--- src/hw/rtl/ohs_pkg.sv ---
// Shared types and constants for the open-addressing hash set.
`default_nettype none
package ohs_pkg;

  localparam int unsigned TABLE_SLOTS = 8192;
  localparam int unsigned SLOT_W      = $clog2(TABLE_SLOTS);
  localparam int unsigned KEY_W       = 32;

  localparam logic [KEY_W-1:0] HASH_MULT    = 32'h9E37_79B1;
  localparam int unsigned      HASH_PRESHIFT = 3;
  localparam int unsigned      HASH_FOLD     = 13;

  localparam logic [KEY_W-1:0] SLOT_EMPTY = '0;
  localparam logic [KEY_W-1:0] SLOT_TOMB  = KEY_W'(1);

  localparam logic [1:0] MODE_LOOKUP = 2'd0;
  localparam logic [1:0] MODE_INSERT = 2'd1;
  localparam logic [1:0] MODE_REMOVE = 2'd2;

  typedef struct packed {
    logic [1:0]       mode;
    logic [KEY_W-1:0] key;
  } req_t;

  typedef struct packed {
    logic success;
    logic key_rejected;
  } rsp_t;

  typedef enum logic [2:0] {
    WR_NONE,
    WR_KEY_IDX,
    WR_KEY_TOMB,
    WR_TOMB_IDX,
    WR_CLEAR
  } wr_op_e;

  // controller -> datapath
  typedef struct packed {
    logic   load;
    logic   hash;
    logic   rd;
    logic   step;
    wr_op_e wr_op;
  } cmd_t;

  // datapath -> controller
  typedef struct packed {
    logic       reserved;
    logic [1:0] mode;
    logic       empty;
    logic       tomb;
    logic       match;
    logic       last;
    logic       have_tomb;
    logic       clr_last;
  } sts_t;

endpackage
`default_nettype wire

--- src/hw/rtl/ohs_ctrl.sv ---
// Sequencer for clearing, hashing and probing the slot table.
`default_nettype none
module ohs_ctrl (
  input  wire logic          clk_i,
  input  wire logic          rst_ni,
  input  wire logic          start,
  output logic               busy,
  output logic               done_o,
  output ohs_pkg::rsp_t      rsp_o,
  output ohs_pkg::cmd_t      cmd_o,
  input  wire ohs_pkg::sts_t sts_i
);
  import ohs_pkg::*;

  typedef enum logic [2:0] {
    S_CLEAR,
    S_IDLE,
    S_HASH,
    S_READ,
    S_CHECK
  } state_e;

  state_e state_q, state_d;
  logic   done_q, done_d;
  rsp_t   rsp_q, rsp_d;

  assign busy   = (state_q != S_IDLE);
  assign done_o = done_q;
  assign rsp_o  = rsp_q;

  always_comb begin
    state_d    = state_q;
    done_d     = 1'b0;
    rsp_d      = rsp_q;
    cmd_o      = '0;
    cmd_o.wr_op = WR_NONE;
    case (state_q)
      S_CLEAR: begin
        cmd_o.wr_op = WR_CLEAR;
        if (sts_i.clr_last) state_d = S_IDLE;
      end
      S_IDLE: begin
        if (start) begin
          cmd_o.load = 1'b1;
          state_d    = S_HASH;
        end
      end
      S_HASH: begin
        cmd_o.hash = 1'b1;
        if (sts_i.reserved) begin
          done_d  = 1'b1;
          rsp_d   = '{success: 1'b0, key_rejected: 1'b1};
          state_d = S_IDLE;
        end else begin
          case (sts_i.mode)
            MODE_LOOKUP, MODE_INSERT, MODE_REMOVE: state_d = S_READ;
            default: begin
              done_d  = 1'b1;
              rsp_d   = '{success: 1'b0, key_rejected: 1'b0};
              state_d = S_IDLE;
            end
          endcase
        end
      end
      S_READ: begin
        cmd_o.rd = 1'b1;
        state_d  = S_CHECK;
      end
      S_CHECK: begin
        done_d  = 1'b1;
        rsp_d   = '{success: 1'b0, key_rejected: 1'b0};
        state_d = S_IDLE;
        case (sts_i.mode)
          MODE_INSERT: begin
            if (sts_i.match) begin
              rsp_d.success = 1'b1;
            end else if (sts_i.empty) begin
              cmd_o.wr_op   = sts_i.have_tomb ? WR_KEY_TOMB : WR_KEY_IDX;
              rsp_d.success = 1'b1;
            end else if (sts_i.last) begin
              // wrapped all the way: fall back to the first tombstone seen
              if (sts_i.have_tomb) begin
                cmd_o.wr_op   = WR_KEY_TOMB;
                rsp_d.success = 1'b1;
              end else if (sts_i.tomb) begin
                cmd_o.wr_op   = WR_KEY_IDX;
                rsp_d.success = 1'b1;
              end
            end else begin
              done_d     = 1'b0;
              cmd_o.step = 1'b1;
              state_d    = S_READ;
            end
          end
          MODE_REMOVE: begin
            if (sts_i.empty) begin
              rsp_d.success = 1'b0;
            end else if (sts_i.match) begin
              cmd_o.wr_op   = WR_TOMB_IDX;
              rsp_d.success = 1'b1;
            end else if (!sts_i.last) begin
              done_d     = 1'b0;
              cmd_o.step = 1'b1;
              state_d    = S_READ;
            end
          end
          default: begin
            if (sts_i.match) begin
              rsp_d.success = 1'b1;
            end else if (!sts_i.empty && !sts_i.last) begin
              done_d     = 1'b0;
              cmd_o.step = 1'b1;
              state_d    = S_READ;
            end
          end
        endcase
      end
      default: state_d = S_IDLE;
    endcase
  end

  always_ff @(posedge clk_i or negedge rst_ni) begin
    if (!rst_ni) begin
      state_q <= S_CLEAR;
      done_q  <= 1'b0;
      rsp_q   <= '0;
    end else begin
      state_q <= state_d;
      done_q  <= done_d;
      rsp_q   <= rsp_d;
    end
  end

endmodule
`default_nettype wire

--- config.mk ---
export PLATFORM = sky130hd
export DESIGN_NAME = ohs_ctrl
export DESIGN_NICKNAME = d
export VERILOG_FILES = /design/src/hw/rtl/ohs_pkg.sv /design/src/hw/rtl/ohs_ctrl.sv
export SDC_FILE = /design/constraint.sdc
export NUM_CORES = 1
export LEC_CHECK = 0
export ABC_AREA = 1
export BUFFER_PORTS_ARGS = -buffer_cell sky130_fd_sc_hd__buf_2
export CAP_MARGIN = 20
export CORE_AREA = 3 3 40 42
export CTS_BUF_LIST = sky130_fd_sc_hd__clkbuf_16
export CTS_CLUSTER_DIAMETER = 30
export DETAILED_ROUTE_END_ITERATION = 8
export DIE_AREA = 0 0 43 45
export GPL_ROUTABILITY_DRIVEN = 0
export GPL_TIMING_DRIVEN = 1
export PLACE_DENSITY = 0.75
export REMOVE_ABC_BUFFERS = 1
export SLEW_MARGIN = 20
export SYNTH_ARGS = -nofsm -noshare
export SYNTH_HDL_FRONTEND = slang
export SYNTH_SLANG_ARGS = --single-unit
--- constraint.sdc ---
create_clock -name clk_i -period 1 [get_ports clk_i]
set_input_delay 0.15 -clock clk_i [delete_from_list [all_inputs] [get_ports clk_i]]
set_output_delay 0.15 -clock clk_i [all_outputs]
set_load 0.01 [all_outputs]
==> run summary, run 1 <==
Synth Area per Inst = 6.806 sq um
I/O Pins = 23
placed insts = 112
relative slew slack = 78.88%
area of the multi-input gates = 302.8 sq um
Crit Path Class = reg2out
number of fill cells = 105
drt via density = 4.627
Final Critical Period = 1.423 ns
number of synthesized register bits = 6
Crit-path slowest cell = dfrtp_1
number of global-route vias before repair = 467
Crit path depth = 5
RR Endpoint = rsp_o[0]
detailed-router iteration count before antenna repair = 3
Post-DP HPWL = 931.5 um
sequential share of the synthesized area = 33.43%
WP data arrival = 1.27 ns
CTS Sinks = 6
Root Driver = clkbuf_16
worst path cell trace = inv_2 -> nor3_4 -> nand2_2 -> a21oi_2 -> buf_2
max_cap viols = 0
crit-path leading delay family = simple AND/OR/NAND/NOR gates
DIE AREA = 1935 sq um
row count = 13
RSZ-0062 raised after global routing = true
vias = 546
H-tree depth = 1
worst clock skew = 0.003214 ns
crit-path max FO = 4
post-route setup slack = -0.4225 ns
Critical Path RT = 0.85 ns
Mapped Area = 449.2 sq um
routed len/inst = 11.69 um
Reg2Reg Depth = 7
CP bufs+invs = 2
failing checks = setup timing
Core Area = 1285 sq um
clk_lat worst skew = 0.23 ns
area delta synth->final = 83.29%
Worst Max-Slew Pin Slew = 0.3144 ns
WHS Path Cells = 3
total grt overflow = 0
Power Density = 2718 nW/um^2
CP endpoint kind = output pin
clock-pin slew on the worst setup and hold paths = 0.03 ns
port bufs = 22
Worst setup startpoint = state_q[2]
Initial DRC Count = 3
first-pass GRT wire length = 1904 um
RR Startpoint = state_q[1]
startpoint class of the critical path = register
Initial Util = 34.96%
Synth Instances = 66
initial antenna violation count = 0
min-delay worst type = in2reg
# setup viols final = 13
R2R setup slack = -0.26 ns
crit path to = cmd_o[0]
DRC = 0
total CTS buffers = 3
sequential cell area = 150.1 sq um
CTS tree = built
post-layout util = 64.07%
total routed wirelength = 1380 um
CTS Buffer Depth = 2
commonest non-fill, non-tap cells in the layout = 22 x buf_2, 12 x nand2_1, 11 x inv_1
distinct cell type count after synthesis = 16
Die Height = 45 um
antenna-violating nets left = 0
status = finished with violations
commonest non-fill, non-tap cell in the layout = buf_2
leakage power figure = 0.4540 nW
pin count of the biggest net entering global routing = 7
Final Max Tran Viols = 0
Post-Layout Cell Count = 118
Final nets = 120
Slowest Stage Delay on Critical Path = 0.36 ns
layout cell share with drive strength beyond 1 = 49.51%
Max VDD drop = 1.281 mV
antenna cells = 0
YS warnings = 0
Total GRT Usage = 13.81%
final hold violation count = 0
die width = 43 um
crit share post-route = 142.3%
fmax = 703.0 MHz
## worst min-delay path by stage
stage / from / endpoint / slack [ns]
floorplan: rst_ni / done_o / -0.15
global placement: rst_ni / done_o / -0.02
detailed placement: rst_ni / done_o / -0.02
CTS: sts_i[8] / rsp_o[0] / 0.17
global route: sts_i[8] / rsp_o[0] / 0.22
finish: sts_i[8] / rsp_o[0] / 0.20
## cell type report
type	instances	area share, %
timing repair buffer	34	26.90
tap	15	2.280
multi-input combinational	46	36.78
clock buffer	3	9.119
inverter	14	6.687
sequential	6	18.24
## report_power, final
group / total (mW) / internal, mW / switching, mW
Clock: 0.659 / 0.514 / 0.145
Combinational: 1.14 / 0.534 / 0.605
Sequential: 0.439 / 0.348 / 0.0916
Total: 2.24 / 1.40 / 0.841
## sequential cells by signal, summed over array words and instances (netlist names)
signal   cells
rsp_o        2
state_q      3
done_o       1
## per-layer routing
metal | vias to the layer above | GRT usage [%] | part of all wire [%]
met4 | 0 | 10.84 | 1.5
met3 | 3 | 2.789 | 5.1
met1 | 244 | 15.40 | 40
met5 | - | 0 | 0
li1 | 284 | - | -
met2 | 15 | 23.05 | 53
## stage by stage
stage               cell area (sq um)  setup WS [ns]  setup TNS [ns]  total power, mW  hold slack (ns)
floorplan                       449.2        -0.1500         -0.7196           0.8748          -0.1456
global placement                645.6        -0.1759          -1.149            1.241         -0.02027
detailed placement              645.6        -0.2243          -1.508            1.268         -0.01928
CTS                             749.5        -0.3997          -3.791            2.000           0.1672
global route                    823.3        -0.4907          -4.690            2.369           0.2206
finish                          823.3        -0.4225          -3.905            2.238           0.1977
## tightest hold or removal path, delay by kind of cell
kind	cells	cell delay, ns
simple gates	2	0.12
buf+inv	1	0.13
## logic make-up (layout without fill, tap and decap cells)
kind of cell    after synthesis  after routing  synth area share (%)
simple gates                 34             34                 36.49
buf+inv                      14             51                 11.70
compound gates                9              9                 10.03
flops                         6              6                 33.43
fa+ha+maj                     3              3                 8.357
## what timing repair did
action | CTS | global route
hold buffers | 1 | 0
endpoints found under the hold margin | 6 | 0
gates cloned | 0 | 0
setup buffers | 1 | 2
resized for setup | 2 | 16
pin swaps | 1 | 7
setup endpoints to repair | 13 | 13
## synthesized netlist by cell type
cell | instances | area, sq um
nand3_1 | 4 | 20.02
nor3_4 | 1 | 16.27
inv_1 | 11 | 41.29
dfrtp_1 | 6 | 150.1
nor3_1 | 3 | 15.01
inv_2 | 3 | 11.26
nor2_2 | 1 | 6.260
nand3b_1 | 1 | 7.510
o21ai_1 | 4 | 20.02
nand2_2 | 1 | 6.260
nand2_1 | 13 | 48.80
nor2_1 | 9 | 33.78
nor3_2 | 1 | 10.01
a21oi_1 | 4 | 20.02
ha_1 | 3 | 37.54
o21ai_0 | 1 | 5.000
(Power assumes the default switching activity.)
==> run 2: changes to the inputs <==
==> constraint.sdc (replaced) <==
create_clock -name clk_i -period 1 [get_ports clk_i]
set_input_delay 0.05 -clock clk_i [delete_from_list [all_inputs] [get_ports clk_i]]
set_output_delay 0.05 -clock clk_i [all_outputs]
set_load 0.01 [all_outputs]
==> run 2 against run 1 <==
  * Final cell count down 1.7%
  * Critical path type unchanged
  * Via count shrank 0.55%
  * Core utilization fell by 2.2 points
  * The run still ends with setup timing left
==> run summary, run 2 (synthesized netlist as in run 1, its figures left out) <==
post-route setup slack = -0.2871 ns
antenna cells = 0
Initial DRC Count = 7
Core Area = 1285 sq um
Root Driver = clkbuf_16
Worst Max-Slew Pin Slew = 0.2985 ns
Min Hold Slack = 0.08573 ns
max reg flops = 3
commonest non-fill, non-tap cells in the layout = 20 x buf_2, 12 x nand2_1, 10 x inv_1
detailed-router iteration count before antenna repair = 3
RSZ-0062 raised after global routing = true
drt via density = 4.681
I/O Pins = 23
CTS Sinks = 6
Setup WS pre-CTS = -0.1204 ns
clk_lat worst skew = 0.23 ns
RR Startpoint = state_q[0]
failing checks = setup timing
Final nets = 118
# setup viols final = 13
CTS tree = built
startpoint class of the critical path = register
initial antenna violation count = 0
DRC = 0
H-tree depth = 1
port bufs = 22
Crit Path Class = reg2out
Die Height = 45 um
Reg2Reg Depth = 5
routed len/inst = 11.09 um
setup TNS = -2.482 ns
Power Density = 2806 nW/um^2
layout cell share with drive strength beyond 1 = 47.52%
R2R setup slack = -0.12 ns
worst clock skew = 0.001263 ns
Final Max Tran Viols = 0
number of global-route vias before repair = 490
commonest non-fill, non-tap cell in the layout = buf_2
CP endpoint kind = output pin
hold_sp = sts_i[8]
WP data arrival = 1.24 ns
Final Critical Period = 1.287 ns
total routed wirelength = 1286 um
Max VDD drop = 1.607 mV
die width = 43 um
max_cap viols = 0
Post-Layout Cell Count = 116
leakage power figure = 0.4429 nW
total CTS buffers = 3
min-delay worst type = in2reg
placed insts = 108
Post-DP HPWL = 891.1 um
WHS Path Cells = 3
Hold Path Sink = rsp_o[0]
status = finished with violations
relative slew slack = 79.94%
pin count of the biggest net entering global routing = 7
clock-pin slew on the worst setup and hold paths = 0.03 ns
first-pass GRT wire length = 2118 um
antenna-violating nets left = 0
post-layout util = 61.83%
Initial Util = 34.96%
Total GRT Usage = 14.84%
final hold violation count = 0
fmax = 776.9 MHz
Reg with most FFs = state_q
RR Endpoint = state_q[1]
DIE AREA = 1935 sq um
Critical Path RT = 0.95 ns
total grt overflow = 0
row count = 13
CTS Buffer Depth = 2
vias = 543
area delta synth->final = 76.88%
crit-path max FO = 4
crit share post-route = 128.7%
run 2: metal layers:
layer,up-vias,track usage (%),share of wire (%)
li1,279,-,-
met1,246,17.20,41
met2,16,26.05,52
met3,2,3.187,6.4
met4,0,7.229,1.0
met5,-,0,0
run 2: cell type report:
type                       instances  area, sq um
timing repair buffer              32        207.7
inverter                          14        52.55
tap                               15        18.77
clock buffer                       3        75.07
multi-input combinational         46        287.8
fill                             109        490.5
sequential                         6        152.6
run 2: power breakdown:
group,internal [mW],switching [mW]
logic,0.553,0.550
registers,0.355,0.119
clock network,0.514,0.139
total,1.42,0.807
run 2: worst max path at each step:
stage / slack (ns) / cells past startpoint / from / end
global placement: -0.1 / 4 / state_q[0] / cmd_o[0]
floorplan: -0.15 / 4 / state_q[0] / state_q[1]
global route: -0.35 / 5 / state_q[2] / cmd_o[1]
finish: -0.29 / 4 / state_q[0] / cmd_o[0]
detailed placement: -0.12 / 6 / state_q[0] / state_q[1]
CTS: -0.28 / 4 / state_q[0] / cmd_o[0]
run 2: critical path, stage by stage (launching register included):
cell     delay [ns]
dfrtp_2        0.45
nor3_4         0.24
nand2_2        0.08
a21oi_1        0.11
buf_2          0.14
run 2: what timing repair did:
item	CTS	global route
pin swaps	2	4
buffers inserted	3	2
hold endpoints to repair	6	0
endpoints found under the setup margin	13	13
gates resized for setup	7	8
hold buffers	1	0
run 2: per-stage QoR:
step | power (mW) | instance area, sq um
finish | 2.229 | 794.5
detailed placement | 1.257 | 615.6
global placement | 1.228 | 615.6
floorplan | 0.8748 | 449.2
CTS | 2.109 | 755.7
global route | 2.383 | 794.5
==> run 3: changes to the inputs <==
- ABC_AREA: 1 -> not set
- PLACE_DENSITY: 0.75 -> 0.78
==> run 3 against run 2 <==
  * Die area stayed put
  * The flow still finishes with violations (setup timing)
  * Global-route usage is 3.3 points higher
  * Sequential power is 9.9% higher
  * Count of clock-buffer cells in the layout stayed put
  * Clock skew hardly changed
  * Synthesized cell count is 15% lower
  * Worst hold slack better by 0.042 ns
  * Via count is 1.5% higher
  * Area after synthesis is 9.2% higher
  * Flip-flop and latch count stayed put
==> run summary, run 3 <==
status = finished with violations
failing checks = setup timing
Core Area = 1285 sq um
Crit-path slowest cell = dfrtp_2
max_cap viols = 0
simple-gate share of the synthesized area = 31.38%
Initial DRC Count = 8
Top FF cell, synth = dfrtp_1
post-route setup slack = -0.2182 ns
RSZ-0062 raised after global routing = true
number of synthesized register bits = 6
DIE AREA = 1935 sq um
setup TNS = -2.187 ns
antenna cells = 0
total CTS buffers = 3
Tot Pwr = 2.544 mW
largest family of logic cells by synthesized area = simple AND/OR/NAND/NOR gates
clock-pin slew on the worst setup and hold paths = 0.03 ns
post-layout util = 67.67%
commonest non-fill, non-tap cell in the layout = buf_2
area fraction of the dominant cell type after synthesis = 30.61%
R2R setup slack = -0.18 ns
antenna-violating nets left = 0
Sw Ratio = 35.54%
startpoint class of the critical path = register
# setup viols final = 14
Min Hold Slack = 0.1278 ns
Post-synth EDFFs = 0
most frequent cell after synthesis = nor2_1
worst clock skew = 0.001683 ns
drt via density = 5.198
Synth top cells by count = 8 x nor2_1, 7 x nor3_1, 6 x dfrtp_1
Final Max Tran Viols = 0
H-tree depth = 1
pin count of the biggest net entering global routing = 8
Post-Synth XOR/XNOR Area = 0%
Slowest Stage Delay on Critical Path = 0.44 ns
clk_lat worst skew = 0.23 ns
CTS Sinks = 6
asr flop ratio synth = 100.0%
port bufs = 22
Int Power = 1.640 mW
YS warnings = 0
fmax = 820.9 MHz
relative slew slack = 76.71%
Mapped Area = 490.5 sq um
commonest non-fill, non-tap cells in the layout = 20 x buf_2, 8 x buf_6, 6 x nor2_1, 6 x buf_4
Worst Max-Slew Pin Slew = 0.3467 ns
top post-synthesis cells by area = dfrtp_1 31%, ha_1 7.7%, nor3_1 7.1%
number of fill cells = 97
min-delay worst type = in2reg
hold_sp = sts_i[0]
clock share of power = 25.4%
area delta synth->final = 77.30%
total routed wirelength = 1519 um
WHS Path Cells = 3
Synth Instances = 56
initial antenna violation count = 0
worst path cell trace = nor2_4 -> nand2_4 -> nor3_2 -> buf_2
CP endpoint kind = output pin
RR Endpoint = rsp_o[0]
CTS tree = built
Power Density = 2926 nW/um^2
Reg2Reg Depth = 4
WP data arrival = 1.17 ns
die width = 43 um
vias = 551
max reg flops = 3
final hold violation count = 0
Initial Util = 38.17%
number of global-route vias before repair = 541
distinct cell type count after synthesis = 25
Hold Path Sink = state_q[0]
Final nets = 108
post-synthesis mux area share = 2.041%
Final Critical Period = 1.218 ns
Total GRT Usage = 18.09%
I/O Pins = 23
detailed-router iteration count before antenna repair = 4
Synth Area in Compound Gates = 20.41%
total grt overflow = 0
Critical Path RT = 0.95 ns
crit-path max FO = 6
cell accounting for the most synthesized area = dfrtp_1
routed len/inst = 14.33 um
Reg with most FFs = state_q
Switch Pwr = 904.2 uW
Post-DP HPWL = 1008 um
first-pass GRT wire length = 2484 um
Die Height = 45 um
Max VDD drop = 1.616 mV
RR Startpoint = state_q[1]
Reg power frac = 20.5%
Crit Path Class = reg2out
combinational share of power = 54.1%
Adder-Cell Fraction of Synth Area = 7.653%
DRC = 0
leakage power figure = 0.4229 nW
layout cell share with drive strength beyond 1 = 61.54%
Synth Area per Inst = 8.758 sq um
Root Driver = clkbuf_16
Setup WS pre-CTS = -0.1955 ns
row count = 13
sequential share of the synthesized area = 30.61%
CTS Buffer Depth = 2
crit share post-route = 121.8%
==> run 3: changes by cell type in the layout (fill, tap and decap cells not counted), sizes merged, moves of 3 or more <==
cell	before	now
buf	31	34
nand3	4	0
nand2	14	4
inv	14	3
==> run 3: per-stage QoR <==
| step | instance area (sq um) | std cells |
|---|---|---|
| after CTS | 803.3 | 103 |
| after floorplan | 462.9 | 53 |
| after detailed placement | 644.4 | 97 |
| after global placement | 644.4 | 97 |
| final | 869.6 | 106 |
| after global routing | 869.6 | 106 |
==> run 3: worst max-delay path by stage <==
stage               startpoint       end  depth (start not counted)  slack [ns]
floorplan           state_q[1]  rsp_o[0]                          3       -0.23
global placement    state_q[0]  rsp_o[1]                          4       -0.14
detailed placement  state_q[0]  rsp_o[1]                          4       -0.20
CTS                 state_q[0]  cmd_o[1]                          4       -0.22
global route        state_q[0]  cmd_o[6]                          4       -0.29
finish              state_q[1]  cmd_o[1]                          4       -0.22
==> run 3: metal layers <==
metal	global-route usage, %	up-vias	routed length [um]
met4	10.84	0	54
met2	31.74	22	775
met1	20.10	248	614
li1	-	275	-
met3	3.984	6	74
met5	0	-	0
==> run 3: critical path, delay by kind of cell (launching register included) <==
kind | cells | cell delay, ns
and+or+nand+nor | 3 | 0.35
buffers and inverters | 1 | 0.15
DFF | 1 | 0.44
==> run 3: logic make-up after synthesis <==
group / after synthesis
AO/OA/AOI/OAI: 15
adder cells (fa/ha/maj): 3
buffers and inverters: 6
flip-flops: 6
multiplexers: 1
AND/OR/NAND/NOR: 25
==> run 3: timing repair <==
item | in CTS | in global routing
buffers inserted | 2 | 3
pin swaps | 9 | 7
hold buffers | 1 | 0
endpoints found under the hold margin | 6 | 0
gates cloned | 0 | 0
setup endpoints to repair | 13 | 14
resized for setup | 15 | 12
==> run 3: cell type report <==
cell class	instances	area, sq um	area share [%]
Multi-Input combinational cell	44	365.4	42.01
Timing Repair Buffer	35	245.2	28.20
Sequential cell	6	153.9	17.70
Clock buffer	3	75.07	8.633
Tap cell	15	18.77	2.158
Inverter	3	11.26	1.295
==> run 3: power by group through the flow <==
stage,Sequential (mW),Combinational (mW),Clock [mW]
after CTS,0.514,1.16,0.652
final,0.521,1.38,0.647
after global routing,0.536,1.49,0.674
after global placement,0.465,0.958,0
after floorplan,0.551,0.429,0
after detailed placement,0.477,0.980,0
